<file path="config.mk">
export PLATFORM = sky130hd
export DESIGN_NAME = svp_cordic_cell
export DESIGN_NICKNAME = d
export VERILOG_FILES = /design/src/svp_pkg.sv /design/src/svp_cordic_cell.sv
export SDC_FILE = /design/constraint.sdc
export NUM_CORES = 1
export LEC_CHECK = 0
export BUFFER_PORTS_ARGS = -buffer_cell sky130_fd_sc_hd__buf_2
export CORE_MARGIN = 4
export CORE_UTILIZATION = 50
export DETAILED_ROUTE_END_ITERATION = 12
export PLACE_DENSITY = 0.76
export SYNTH_ARGS = -nofsm -noshare
export SYNTH_HDL_FRONTEND = slang
export SYNTH_SLANG_ARGS = --single-unit
export TNS_END_PERCENT = 30
</file>
<file path="constraint.sdc">
create_clock -name clock -period 7.21 [get_ports clock]
set_clock_uncertainty 0.15 [all_clocks]
set_input_delay 0.721 -clock clock [delete_from_list [all_inputs] [get_ports clock]]
set_output_delay 0.721 -clock clock [all_outputs]
set_load 0.01 [all_outputs]
</file>
<file path="src/svp_pkg.sv">
package svp_pkg;

   localparam int XW = 34;
   localparam int RW = 34;
   localparam int MAX_STEPS = 24;
   localparam int DIV_NUM_W = 62;
   localparam int DIV_DEN_W = 32;
   localparam int DIV_Q_W = 34;

   localparam logic signed [XW-1:0] CORDIC_GAIN = 34'sd652032874;
   localparam logic signed [XW-1:0] ONE_Q30 = 34'sd1073741824;

   typedef enum logic [2:0] {
      SEQ_IDLE,
      SEQ_SUMSQ,
      SEQ_SQRT,
      SEQ_PREP,
      SEQ_DIV,
      SEQ_STORE,
      SEQ_AXIS
   } seq_state_type;

   typedef enum logic [1:0] {
      CSR_BASE_X = 2'd0,
      CSR_BASE_Y = 2'd1,
      CSR_BASE_Z = 2'd2
   } csr_index_type;

   typedef struct packed {
      logic [15:0]          len;
      logic [1:0]           qt;
      logic [1:0]           qp;
      logic signed [XW-1:0] xt;
      logic signed [XW-1:0] yt;
      logic signed [XW-1:0] zt;
      logic signed [XW-1:0] xp;
      logic signed [XW-1:0] yp;
      logic signed [XW-1:0] zp;
   } cordic_type;

   typedef struct packed {
      logic                busy;
      logic                zero;
      logic                to_x;
      logic [8:0][RW-1:0]  r;
   } rot_type;

   function automatic logic signed [XW-1:0] atan_entry(input int i);
      logic signed [XW-1:0] a;
      case (i)
         0:  a = 34'sd536870912;
         1:  a = 34'sd316933406;
         2:  a = 34'sd167458907;
         3:  a = 34'sd85004756;
         4:  a = 34'sd42667331;
         5:  a = 34'sd21354465;
         6:  a = 34'sd10679838;
         7:  a = 34'sd5340245;
         8:  a = 34'sd2670163;
         9:  a = 34'sd1335087;
         10: a = 34'sd667544;
         11: a = 34'sd333772;
         12: a = 34'sd166886;
         13: a = 34'sd83443;
         14: a = 34'sd41722;
         15: a = 34'sd20861;
         16: a = 34'sd10430;
         17: a = 34'sd5215;
         18: a = 34'sd2608;
         19: a = 34'sd1304;
         20: a = 34'sd652;
         21: a = 34'sd326;
         22: a = 34'sd163;
         23: a = 34'sd81;
         default: a = '0;
      endcase
      return a;
   endfunction

endpackage

</file>
<file path="src/svp_cordic_cell.sv">
module svp_cordic_cell #(
   parameter int STEP = 0
) (
   input  logic                clock,
   input  logic                reset,
   input  logic                up_valid,
   output logic                up_ready,
   input  svp_pkg::cordic_type up_data,
   output logic                dn_valid,
   input  logic                dn_ready,
   output svp_pkg::cordic_type dn_data
);

   localparam logic signed [svp_pkg::XW-1:0] ATAN = svp_pkg::atan_entry(STEP);

   logic                valid_ff;
   svp_pkg::cordic_type data_ff;
   svp_pkg::cordic_type data_in;

   always_comb begin
      data_in = up_data;
      if (!up_data.zt[svp_pkg::XW-1]) begin
         data_in.xt = up_data.xt - (up_data.yt >>> STEP);
         data_in.yt = up_data.yt + (up_data.xt >>> STEP);
         data_in.zt = up_data.zt - ATAN;
      end else begin
         data_in.xt = up_data.xt + (up_data.yt >>> STEP);
         data_in.yt = up_data.yt - (up_data.xt >>> STEP);
         data_in.zt = up_data.zt + ATAN;
      end
      if (!up_data.zp[svp_pkg::XW-1]) begin
         data_in.xp = up_data.xp - (up_data.yp >>> STEP);
         data_in.yp = up_data.yp + (up_data.xp >>> STEP);
         data_in.zp = up_data.zp - ATAN;
      end else begin
         data_in.xp = up_data.xp + (up_data.yp >>> STEP);
         data_in.yp = up_data.yp - (up_data.xp >>> STEP);
         data_in.zp = up_data.zp + ATAN;
      end
   end

   assign up_ready = ~valid_ff | dn_ready;
   assign dn_valid = valid_ff;
   assign dn_data  = data_ff;

   always_ff @(posedge clock) begin
      if (reset) begin
         valid_ff <= 1'b0;
      end else if (up_ready) begin
         valid_ff <= up_valid;
      end
   end

   always_ff @(posedge clock) begin
      if (up_ready && up_valid) begin
         data_ff <= data_in;
      end
   end

endmodule

</file>
==> metrics.yaml, run 1 <==
run_status: "complete, no violations"
areaGrowthSynthToFinish_pct: 18.6
hold_viol_final: 0
cp_max_fo: 15
hp-class: "in2reg"
crit_chain: "buf_2, inv_1, ha_1, inv_1, a2111oi_0, o41ai_1, a21oi_1, o41a_1, o21bai_1, a221oi_1, o22ai_1, xnor2_1"
clkSinkCount: 223
grt_max_degree: 175
final_nets: 2837
ioPinCount: 454
critPathKind: "in2reg"
final_util: 0.605
yosys-top-cells-count: "edfxtp_1, a21oi_1, ha_1"
vias: 17000
slew_headroom: 0.363
wl_per_cell_um: 20.7
dr.pass1.iters: 8
clock.fmax_ghz: 0.273
overflow: 0
drv_cap: 0
fin_tns_setup_ns: 0
synth_warnings: 0
period_share: 0.509
port_buffers: 453
crit_family: "compound AO/OA/AOI/OAI gates"
start_util: 0.510
setup_ws_ns: 3.54
synth-seq-cells: 223
drtIter0Drc: 1589
hold_buffers: 0
critical_path_arrival_ns: 3.82
die_w_um: 199
via_per_inst: 5.92
tightestPinTransition_ns: 0.956
path_clk_slew_ns: 0.06
antenna_found_initial: 2
cpMostUsedCell: "inv_1"
synth.distinct_cells: 86
power_density_nw_per_um2: 206
antenna_left: 0
startpoint_type: "input port"
clockBufferDepth: 3
grt_pass1_wl_um: 89800
drc_errors: 0
ys_top_cells_by_area: "edfxtp_1, ha_1, a21oi_1"
post-place-ws_ns: 3.08
crit_buf_inv: 3
postCtsSetupBuffers: 0
yosysMostFrequentCell: "edfxtp_1"
async_flop_share: 0
wirelength_um: 59500
crit_required_ns: 7.36
synth_nets: 2438
syn-cell-area_um2: 18300
cp-end-kind: "flip-flop"
rsz0062_at_grt: "no"
die_h_um: 199
leakage_nw: 9.74
cts_resized: 0
netlist.top_cell.by_area: "edfxtp_1"
cts_buffers: 27
gp_congestion: 1.03
synth_cells: 1998
row_count: 69
track_usage: 0.281
synth_edf_count: 222
fp.dieArea_um2: 39700
drv_slew: 0
nFillCells: 3076
dpl.hpwl_um: 47000
syn_avg_cell_area_um2: 9.14
ctsRootBufferMaster: "clkbuf_16"
setup_violations: 0
htree_num_levels: 1
insertion_delay_ns: 0.56
max_stage_delay_ns: 0.74
period_needed_ns: 3.67
synth_flop_cell: "edfxtp_1"
netlist.area_leader.share: 0.365
seq_area_frac_synth: 0.366
core-area_um2: 35800
grt_pass1_vias: 16300
tritoncts: "yes"
drive_gt1_frac: 0.223
worst_path_max_delay_cell: "a2111oi_0"
peakVddDrop_v: 0.000178
## registers in the layout, summed over array words and instances (netlist names)
signal	flops
dn_data	222
dn_valid	1
## per-layer routing
metal | global-route usage | wire length [um] | up-vias
li1 | - | - | 7948
met1 | 0.390 | 24700 | 8114
met2 | 0.461 | 28100 | 881
met3 | 0.0405 | 5160 | 102
met4 | 0.0788 | 1650 | 0
met5 | 0 | 0 | -
## layout by cell type, fill, tap and decap left out, drive strengths merged, types with 32 or more instances in the layout
master	n
buf	459
edfxtp	222
a21oi	220
inv	208
ha	204
nor2	169
o21ai	135
xnor2	115
nand2	104
nor3	39
a21o	33
mux2i	33
clkbuf	32
## metrics by stage
| step | hold WS, ns | cells | cell area [um2] | power [mW] |
|---|---|---|---|---|
| floorplan | 0.443 | 1998 | 18300 | 2.61 |
| global placement | 0.356 | 2829 | 20800 | 3.08 |
| detailed placement | 0.363 | 2829 | 20800 | 3.10 |
| CTS | 0.141 | 2876 | 21700 | 4.47 |
| global route | 0.147 | 2878 | 21700 | 4.68 |
| finish | 0.171 | 2879 | 21700 | 4.46 |
## layout make-up
cell class | instances | area (um2) | area share
clock buffer | 32 | 694 | 0.0321
inverter | 206 | 773 | 0.0357
antenna | 3 | 7.51 | 0.000347
sequential | 223 | 6690 | 0.309
tap | 461 | 577 | 0.0266
multi-input combinational | 1480 | 10400 | 0.481
timing repair buffer | 459 | 2320 | 0.107
clock inverter | 15 | 185 | 0.00855
## power by group
| group | switching, mW | total (mW) | internal (mW) |
|---|---|---|---|
| logic | 0.902 | 1.43 | 0.532 |
| registers | 0.0391 | 1.67 | 1.63 |
| clock network | 0.559 | 1.36 | 0.801 |
## cell families (layout without fill, tap and decap cells)
group,count (synthesis),in the layout,synth area share
multiplexers,33,33,0.0181
AO/OA/AOI/OAI,616,616,0.212
flip-flops,223,223,0.366
buffers and inverters,295,712,0.0640
adder cells (fa/ha/maj),212,212,0.148
AND/OR/NAND/NOR,484,484,0.126
other,0,3,0
XOR/XNOR,135,135,0.0647
## final timing paths
check | cells past startpoint | from | endpoint | slack [ns]
worst max register to register | 3 | dn_valid | dn_data[48] | 4.84
worst min register to register | 2 | dn_valid | dn_valid | 0.38
worst max-delay path | 12 | up_data[153] | dn_data[162] | 3.54
worst min-delay path | 1 | up_data[108] | dn_data[108] | 0.17
Note: power is estimated with default switching activity, not from simulation.
==> inputs of run 2 (changes only) <==
==> constraint.sdc (replaced) <==
create_clock -name clock -period 3.4 [get_ports clock]
set_clock_uncertainty 0.15 [all_clocks]
set_input_delay 0.34 -clock clock [delete_from_list [all_inputs] [get_ports clock]]
set_output_delay 0.34 -clock clock [all_outputs]
set_load 0.01 [all_outputs]
==> run 2 against run 1 <==
Effect of this change:
- clock power increased by 110%
- worst hold slack got worse by 0.14 ns
- non-clock buffer count increased by 298
- first-iteration DRC count increased by 0.88%
- via count increased by 8.1%
- total power increased by 120%
- sequential power increased by 110%
- core utilization increased by 6.9 points
- sequential share of layout area decreased by 3.2 points
- critical path depth unchanged
- cell area increased by 11%
- wire length increased by 9.3%
- critical endpoint is now dn_data[94]
==> metrics.yaml, run 2 (synthesis gave the netlist of run 1 again) <==
row_count: 69  # unchanged
ioPinCount: 454  # unchanged
drc_errors: 0  # unchanged
slew_headroom: 0.321  # was 0.363
multi_input_area_um2: 10400  # unchanged
grt_pass1_wl_um: 98600  # was 89800 um
stdcell_count: 3181  # was 2879
critical_path_arrival_ns: 3.17  # was 3.82 ns
clockBufferDepth: 3  # unchanged
critPathKind: "in2reg"  # unchanged
postCtsSetupBuffers: 0  # unchanged
drv_slew: 0  # unchanged
leakage_nw: 11.1  # was 9.74 nW
rsz0062_at_grt: "no"  # unchanged
areaGrowthSynthToFinish_pct: 32.1  # was 18.6%
crit_chain: "buf_2, ha_1, fa_1, and2b_4, o211ai_2, nand3_2, a311o_1, a211o_2, a311o_1, a21oi_2, mux2i_1, xnor2_1"  # was buf_2, inv_1, ha_1, inv_1, a2111oi_0, o41ai_1, a21oi_1, o41a_1, o21bai_1, a221oi_1, o22ai_1, xnor2_1
placedCellCount: 3045  # was 2829
power_density_nw_per_um2: 409  # was 206 nW/um2
period_needed_ns: 3.00
cts_buffers: 26  # was 27
dr.pass1.iters: 6  # was 8
overflow: 0  # unchanged
htree_num_levels: 1  # unchanged
cpMostUsedCell: "a311o_1"  # was inv_1
largest_register_ffs: 222  # unchanged
cp-end-kind: "flip-flop"  # unchanged
antenna_left: 0  # unchanged
placed_cell_area_um2: 22400  # was 20800 um2
tightestPinTransition_ns: 1.02  # was 0.956 ns
ctsRootBufferMaster: "clkbuf_16"  # unchanged
vias: 18400  # was 17000
worst_path_max_delay_cell: "fa_1"  # was a2111oi_0
grt_pass1_vias: 18000  # was 16300
hold_viol_final: 0  # unchanged
core-area_um2: 35800  # unchanged
port_buffers: 453  # unchanged
fp.dieArea_um2: 39700  # unchanged
drv_cap: 0  # unchanged
drtIter0Drc: 1603  # was 1589
via_per_inst: 5.79  # was 5.92
die_w_um: 199  # unchanged
layout_commonest_cell: "buf_2"  # unchanged
layout_common_cells: "buf_2, edfxtp_1, buf_4"  # was buf_2, edfxtp_1, a21oi_1
startpoint_type: "input port"  # unchanged
tritoncts: "yes"  # unchanged
cp_max_fo: 4  # was 15
insertion_delay_ns: 0.57  # was 0.56 ns
path_clk_slew_ns: 0.06  # about the same
die_h_um: 199  # unchanged
wirelength_um: 65100  # was 59500 um
period_share: 0.881
final_util: 0.673  # was 0.605
peakVddDrop_v: 0.000386  # was 0.000178 V
drive_gt1_frac: 0.279  # was 0.223
crit_buf_inv: 1  # was 3
design_area_um2: 24100  # was 21700 um2
crit_required_ns: 3.57  # was 7.36 ns
wl_per_cell_um: 20.5  # was 20.7 um
crit_family: "compound AO/OA/AOI/OAI gates"  # unchanged
grt_max_degree: 89  # was 175
final_nets: 3134  # was 2837
cts_resized: 0  # unchanged
max_stage_delay_ns: 0.43  # was 0.74 ns
track_usage: 0.311  # was 0.281
hp-class: "in2reg"  # unchanged
fin_tns_setup_ns: 0  # unchanged
setup_violations: 0  # unchanged
dpl.hpwl_um: 50600  # was 47000 um
run_status: "complete, no violations"  # unchanged
nFillCells: 2854  # was 3076
gp_congestion: 1.07  # was 1.03
start_util: 0.510  # unchanged
seq_area_um2: 6690  # unchanged
clock.fmax_ghz: 0.334
reg2reg_slack_ns: 1.32  # was 4.84 ns
clkSinkCount: 223  # unchanged
antenna_found_initial: 3  # was 2
[run 2: area by class of cell]
cell class / instances / share of cell area
diodes: 6 / 0.000622
clock buffers: 29 / 0.0274
clock inverters: 19 / 0.00799
inverters: 206 / 0.0321
multi-input cells: 1480 / 0.432
flip-flops and latches: 223 / 0.277
well taps: 461 / 0.0239
repair buffers: 757 / 0.199
[run 2: worst reg2reg max path, stage by stage, from the launching register on]
cell	delay, ns
dfxtp_1	0.31
nand2b_1	0.12
and2_4	0.63
buf_12	0.37
[run 2: worst paths after layout]
kind               start      endpoint  cells after the start
min reg2reg     dn_valid  dn_data[160]                      2
max reg2reg     dn_valid   dn_data[30]                      3
max          up_data[34]   dn_data[94]                     12
min          up_data[30]   dn_data[30]                      2
[run 2: power breakdown]
part | switching (mW) | total [mW] | internal (mW) | leakage (nW)
sequential | 0.0916 | 3.55 | 3.45 | 2.16
combinational | 2.03 | 3.50 | 1.47 | 8.56
clock | 1.19 | 2.82 | 1.63 | 0.406
[run 2: layer usage]
metal	wire length, um	track usage	share of wire	vias up
met5	0	0	0	-
met4	2300	0.103	0.035	0
met3	5190	0.0506	0.080	169
met2	31400	0.528	0.48	947
met1	26100	0.408	0.40	8749
li1	-	-	-	8555
[run 2: stage by stage]
step | setup WS (ns) | hold slack, ns | total power [mW]
floorplan | 0.149 | 0.259 | 5.51
global placement | -0.121 | 0.345 | 6.88
detailed placement | -0.188 | 0.354 | 6.92
CTS | 0.411 | 0.0104 | 9.82
global route | 0.217 | 0.0266 | 10.3
finish | 0.403 | 0.0308 | 9.86
[run 2: repair_timing]
action / 4_1_cts / 5_1_grt
hold endpoints to repair: 81 / 0
hold buffers: 82 / 0
setup endpoints to repair: 0 / 0
==> inputs of run 3 (changes only) <==
--- a/config.mk
+++ b/config.mk
@@ -5,11 +5,12 @@
 export SDC_FILE = /design/constraint.sdc
 export NUM_CORES = 1
 export LEC_CHECK = 0
+export ABC_AREA = 1
 export BUFFER_PORTS_ARGS = -buffer_cell sky130_fd_sc_hd__buf_2
 export CORE_MARGIN = 4
 export CORE_UTILIZATION = 50
 export DETAILED_ROUTE_END_ITERATION = 12
-export PLACE_DENSITY = 0.76
+export PLACE_DENSITY = 0.74
 export SYNTH_ARGS = -nofsm -noshare
 export SYNTH_HDL_FRONTEND = slang
 export SYNTH_SLANG_ARGS = --single-unit
==> run 3 against run 2 <==
Effect of this change:
- clock power up 4%
- count of clock-buffer cells in the layout up 4
- register-to-register slack better by 0.35 ns
- first-iteration DRC count up 56%
- sequential share of layout area down 1.5 points
- cell area up 5.6%
- wire length up 27%
- worst hold slack better by 0.0022 ns
- synthesized area up 16%
- sequential power down 1%
- largest power group is now combinational cells
- highest routed layer unchanged
==> metrics.yaml, run 3 <==
run_status: "complete, no violations"  # unchanged
cts_buffers: 27  # was 26
r2r-end: "dn_data[74]"  # was dn_data[30]
reg2reg_slack_ns: 1.67  # was 1.32 ns
drive_gt1_frac: 0.151  # was 0.279
drc_errors: 0  # unchanged
antenna_left: 0  # unchanged
grt_pass1_wl_um: 122000  # was 98600 um
track_usage: 0.344  # was 0.311
r2r_cells: 2  # was 3
regToRegStartpoint: "dn_valid"  # unchanged
period_share: 0.761  # was 0.881
synth_nets: 3486  # was 2438
syn-cell-area_um2: 21100  # was 18300 um2
clockBufferDepth: 3  # unchanged
largest_register_ffs: 222  # unchanged
startpoint_type: "input port"  # unchanged
start_util: 0.505  # was 0.510
setup_violations: 0  # unchanged
netlist.area_leader.share: 0.316  # was 0.365
cp-startpoint: "up_data[144]"  # was up_data[34]
gp_congestion: 1.03  # was 1.07
seq_area_um2: 6690  # about the same
syn_avg_cell_area_um2: 6.93  # was 9.14 um2
crit_required_ns: 3.58  # was 3.57 ns
layout_commonest_cell: "nand2_1"  # was buf_2
final_nets: 3980  # was 3134
overflow: 0  # unchanged
synth_flop_cell: "edfxtp_1"  # unchanged
antenna_found_initial: 7  # was 3
slew_headroom: 0.469  # was 0.321
fp.dieArea_um2: 45600  # was 39700 um2
yosysMostFrequentCell: "nand2_1"  # was edfxtp_1
hp-class: "in2reg"  # unchanged
final_util: 0.609  # was 0.673
ioPinCount: 454  # unchanged
wl_per_cell_um: 20.2  # was 20.5 um
areaGrowthSynthToFinish_pct: 20.6  # was 32.1%
tightestPinTransition_ns: 0.788  # was 1.02 ns
multi_input_area_um2: 12400  # was 10400 um2
layout_common_cells: "nand2_1, buf_2, inv_1"  # was buf_2, edfxtp_1, buf_4
ys_top_cells_by_area: "edfxtp_1, nand2_1, ha_1"  # was edfxtp_1, ha_1, a21oi_1
dr.pass1.iters: 9  # was 6
die_w_um: 214  # was 199 um
row_count: 75  # was 69
ctsRootBufferMaster: "clkbuf_16"  # unchanged
synth_edf_count: 222  # unchanged
critical_path_arrival_ns: 2.77  # was 3.17 ns
tritoncts: "yes"  # unchanged
nFillCells: 3991  # was 2854
synth_cells: 3046  # was 1998
leakage_nw: 12.9  # was 11.1 nW
clkSinkCount: 223  # unchanged
core-area_um2: 41900  # was 35800 um2
path_clk_slew_ns: 0.06  # about the same
vias: 22900  # was 18400
rsz0062_at_grt: "no"  # unchanged
cp-end-kind: "flip-flop"  # unchanged
drv_slew: 0  # unchanged
period_needed_ns: 2.59  # was 3.00 ns
fin_total_pwr_mw: 10.0  # was 9.86 mW
async_flop_share: 0  # unchanged
drv_cap: 0  # unchanged
insertion_delay_ns: 0.57  # about the same
netlist.top_cell.by_area: "edfxtp_1"  # unchanged
port_buffers: 453  # unchanged
via_per_inst: 5.58  # was 5.79
synth-seq-cells: 223  # unchanged
grt_pass1_vias: 21100  # was 18000
clock.fmax_ghz: 0.387  # was 0.334 GHz
wirelength_um: 82900  # was 65100 um
hold_viol_final: 0  # unchanged
yosys-top-cells-count: "nand2_1, inv_1, nand3_1"  # was edfxtp_1, a21oi_1, ha_1
drtIter0Drc: 2506  # was 1603
power_density_nw_per_um2: 393  # was 409 nW/um2
cp_max_fo: 11  # was 4
synth_warnings: 0  # unchanged
die_h_um: 214  # was 199 um
grt_max_degree: 143  # was 89
dpl.hpwl_um: 67800  # was 50600 um
cts_resized: 0  # unchanged
peakVddDrop_v: 0.000481  # was 0.000386 V
critPathKind: "in2reg"  # unchanged
htree_num_levels: 1  # unchanged
holdWs_ns: 0.0330  # was 0.0308 ns
synth.distinct_cells: 46  # was 86
seq_area_frac_synth: 0.317  # was 0.366
cp-endpoint: "dn_data[165]"  # was dn_data[94]
==> run 3: cell types whose count changed in the layout (fill, tap and decap cells not counted), moves of 24 or more <==
cell      delta
nand2_1    +717
nand3_1    +269
inv_1      +233
buf_4      -206
nor2_1     +114
xnor2_1    -112
o21ai_0     +71
a21oi_1     +43
xor2_1      +33
mux2i_1     -30
nor2b_1     -26
a211oi_1    -24
==> run 3: worst min path at each step <==
stage | start | to | slack, ns | depth (start not counted)
after global routing | up_data[32] | dn_data[33] | 0.04 | 3
after global placement | reset | dn_valid | 0.34 | 2
after detailed placement | reset | dn_valid | 0.35 | 2
after CTS | up_data[170] | dn_data[170] | 0.01 | 3
final | up_data[170] | dn_data[170] | 0.03 | 3
after floorplan | reset | dn_valid | 0.25 | 1
==> run 3: logic make-up (layout without fill, tap and decap cells) <==
logic type,after synthesis,after routing,share of synthesized area
buffers and inverters,518,1031,0.0986
flip-flops,223,223,0.317
AO/OA/AOI/OAI,542,542,0.139
AND/OR/NAND/NOR,1492,1492,0.293
other,0,7,0
multiplexers,3,3,0.00142
XOR/XNOR,56,56,0.0232
adder cells (fa/ha/maj),212,212,0.128
==> run 3: repair_timing <==
item	CTS	global route
hold buffers	84	0
buffers inserted	0	0
endpoints found under the hold margin	83	0
==> run 3: final cells by class <==
type / count / share of cell area
repair buffers: 551 / 0.127
diodes: 7 / 0.000688
inverters: 432 / 0.0637
clock buffers: 33 / 0.0274
clock inverters: 15 / 0.00678
multi-input cells: 2305 / 0.485
well taps: 539 / 0.0265
flip-flops and latches: 223 / 0.263
==> run 3: layer usage <==
metal | wire length, um | up-vias | GRT usage | part of all wire
li1 | - | 11000 | - | -
met1 | 33700 | 10500 | 0.460 | 0.41
met2 | 36200 | 1283 | 0.539 | 0.44
met3 | 8800 | 191 | 0.0742 | 0.11
met4 | 4240 | 0 | 0.153 | 0.051
met5 | 0 | - | 0 | 0
==> run 3: power breakdown <==
group | internal (mW) | switching, mW | leakage (nW) | total, mW
Clock | 1.70 | 1.25 | 0.425 | 2.94
Combinational | 1.15 | 2.42 | 10.3 | 3.56
Sequential | 3.39 | 0.110 | 2.16 | 3.50
Total | 6.23 | 3.77 | 12.9 | 10.0
==> run 3: stage by stage <==
step / TNS [ns] / cells / setup WS, ns / cell area, um2
after CTS: 0 / 4098 / 0.991 / 25500
after floorplan: -281.07 / 3046 / -1.27 / 21100
after global routing: 0 / 4105 / 0.761 / 25500
after detailed placement: 0 / 3966 / 0.393 / 23700
after global placement: 0 / 3966 / 0.426 / 23700
final: 0 / 4105 / 0.814 / 25500
==> run 3: worst max-delay path: stages <==
cell,delay [ns]
buf_2,0.12
inv_1,0.05
ha_1,0.54
nand2_1,0.20
inv_1,0.09
nand2_1,0.08
inv_1,0.14
nand2_1,0.08
o21ai_0,0.64
nand2_1,0.20
nand2_1,0.10
nand2_1,0.05
nand3_1,0.08
nand2_1,0.06
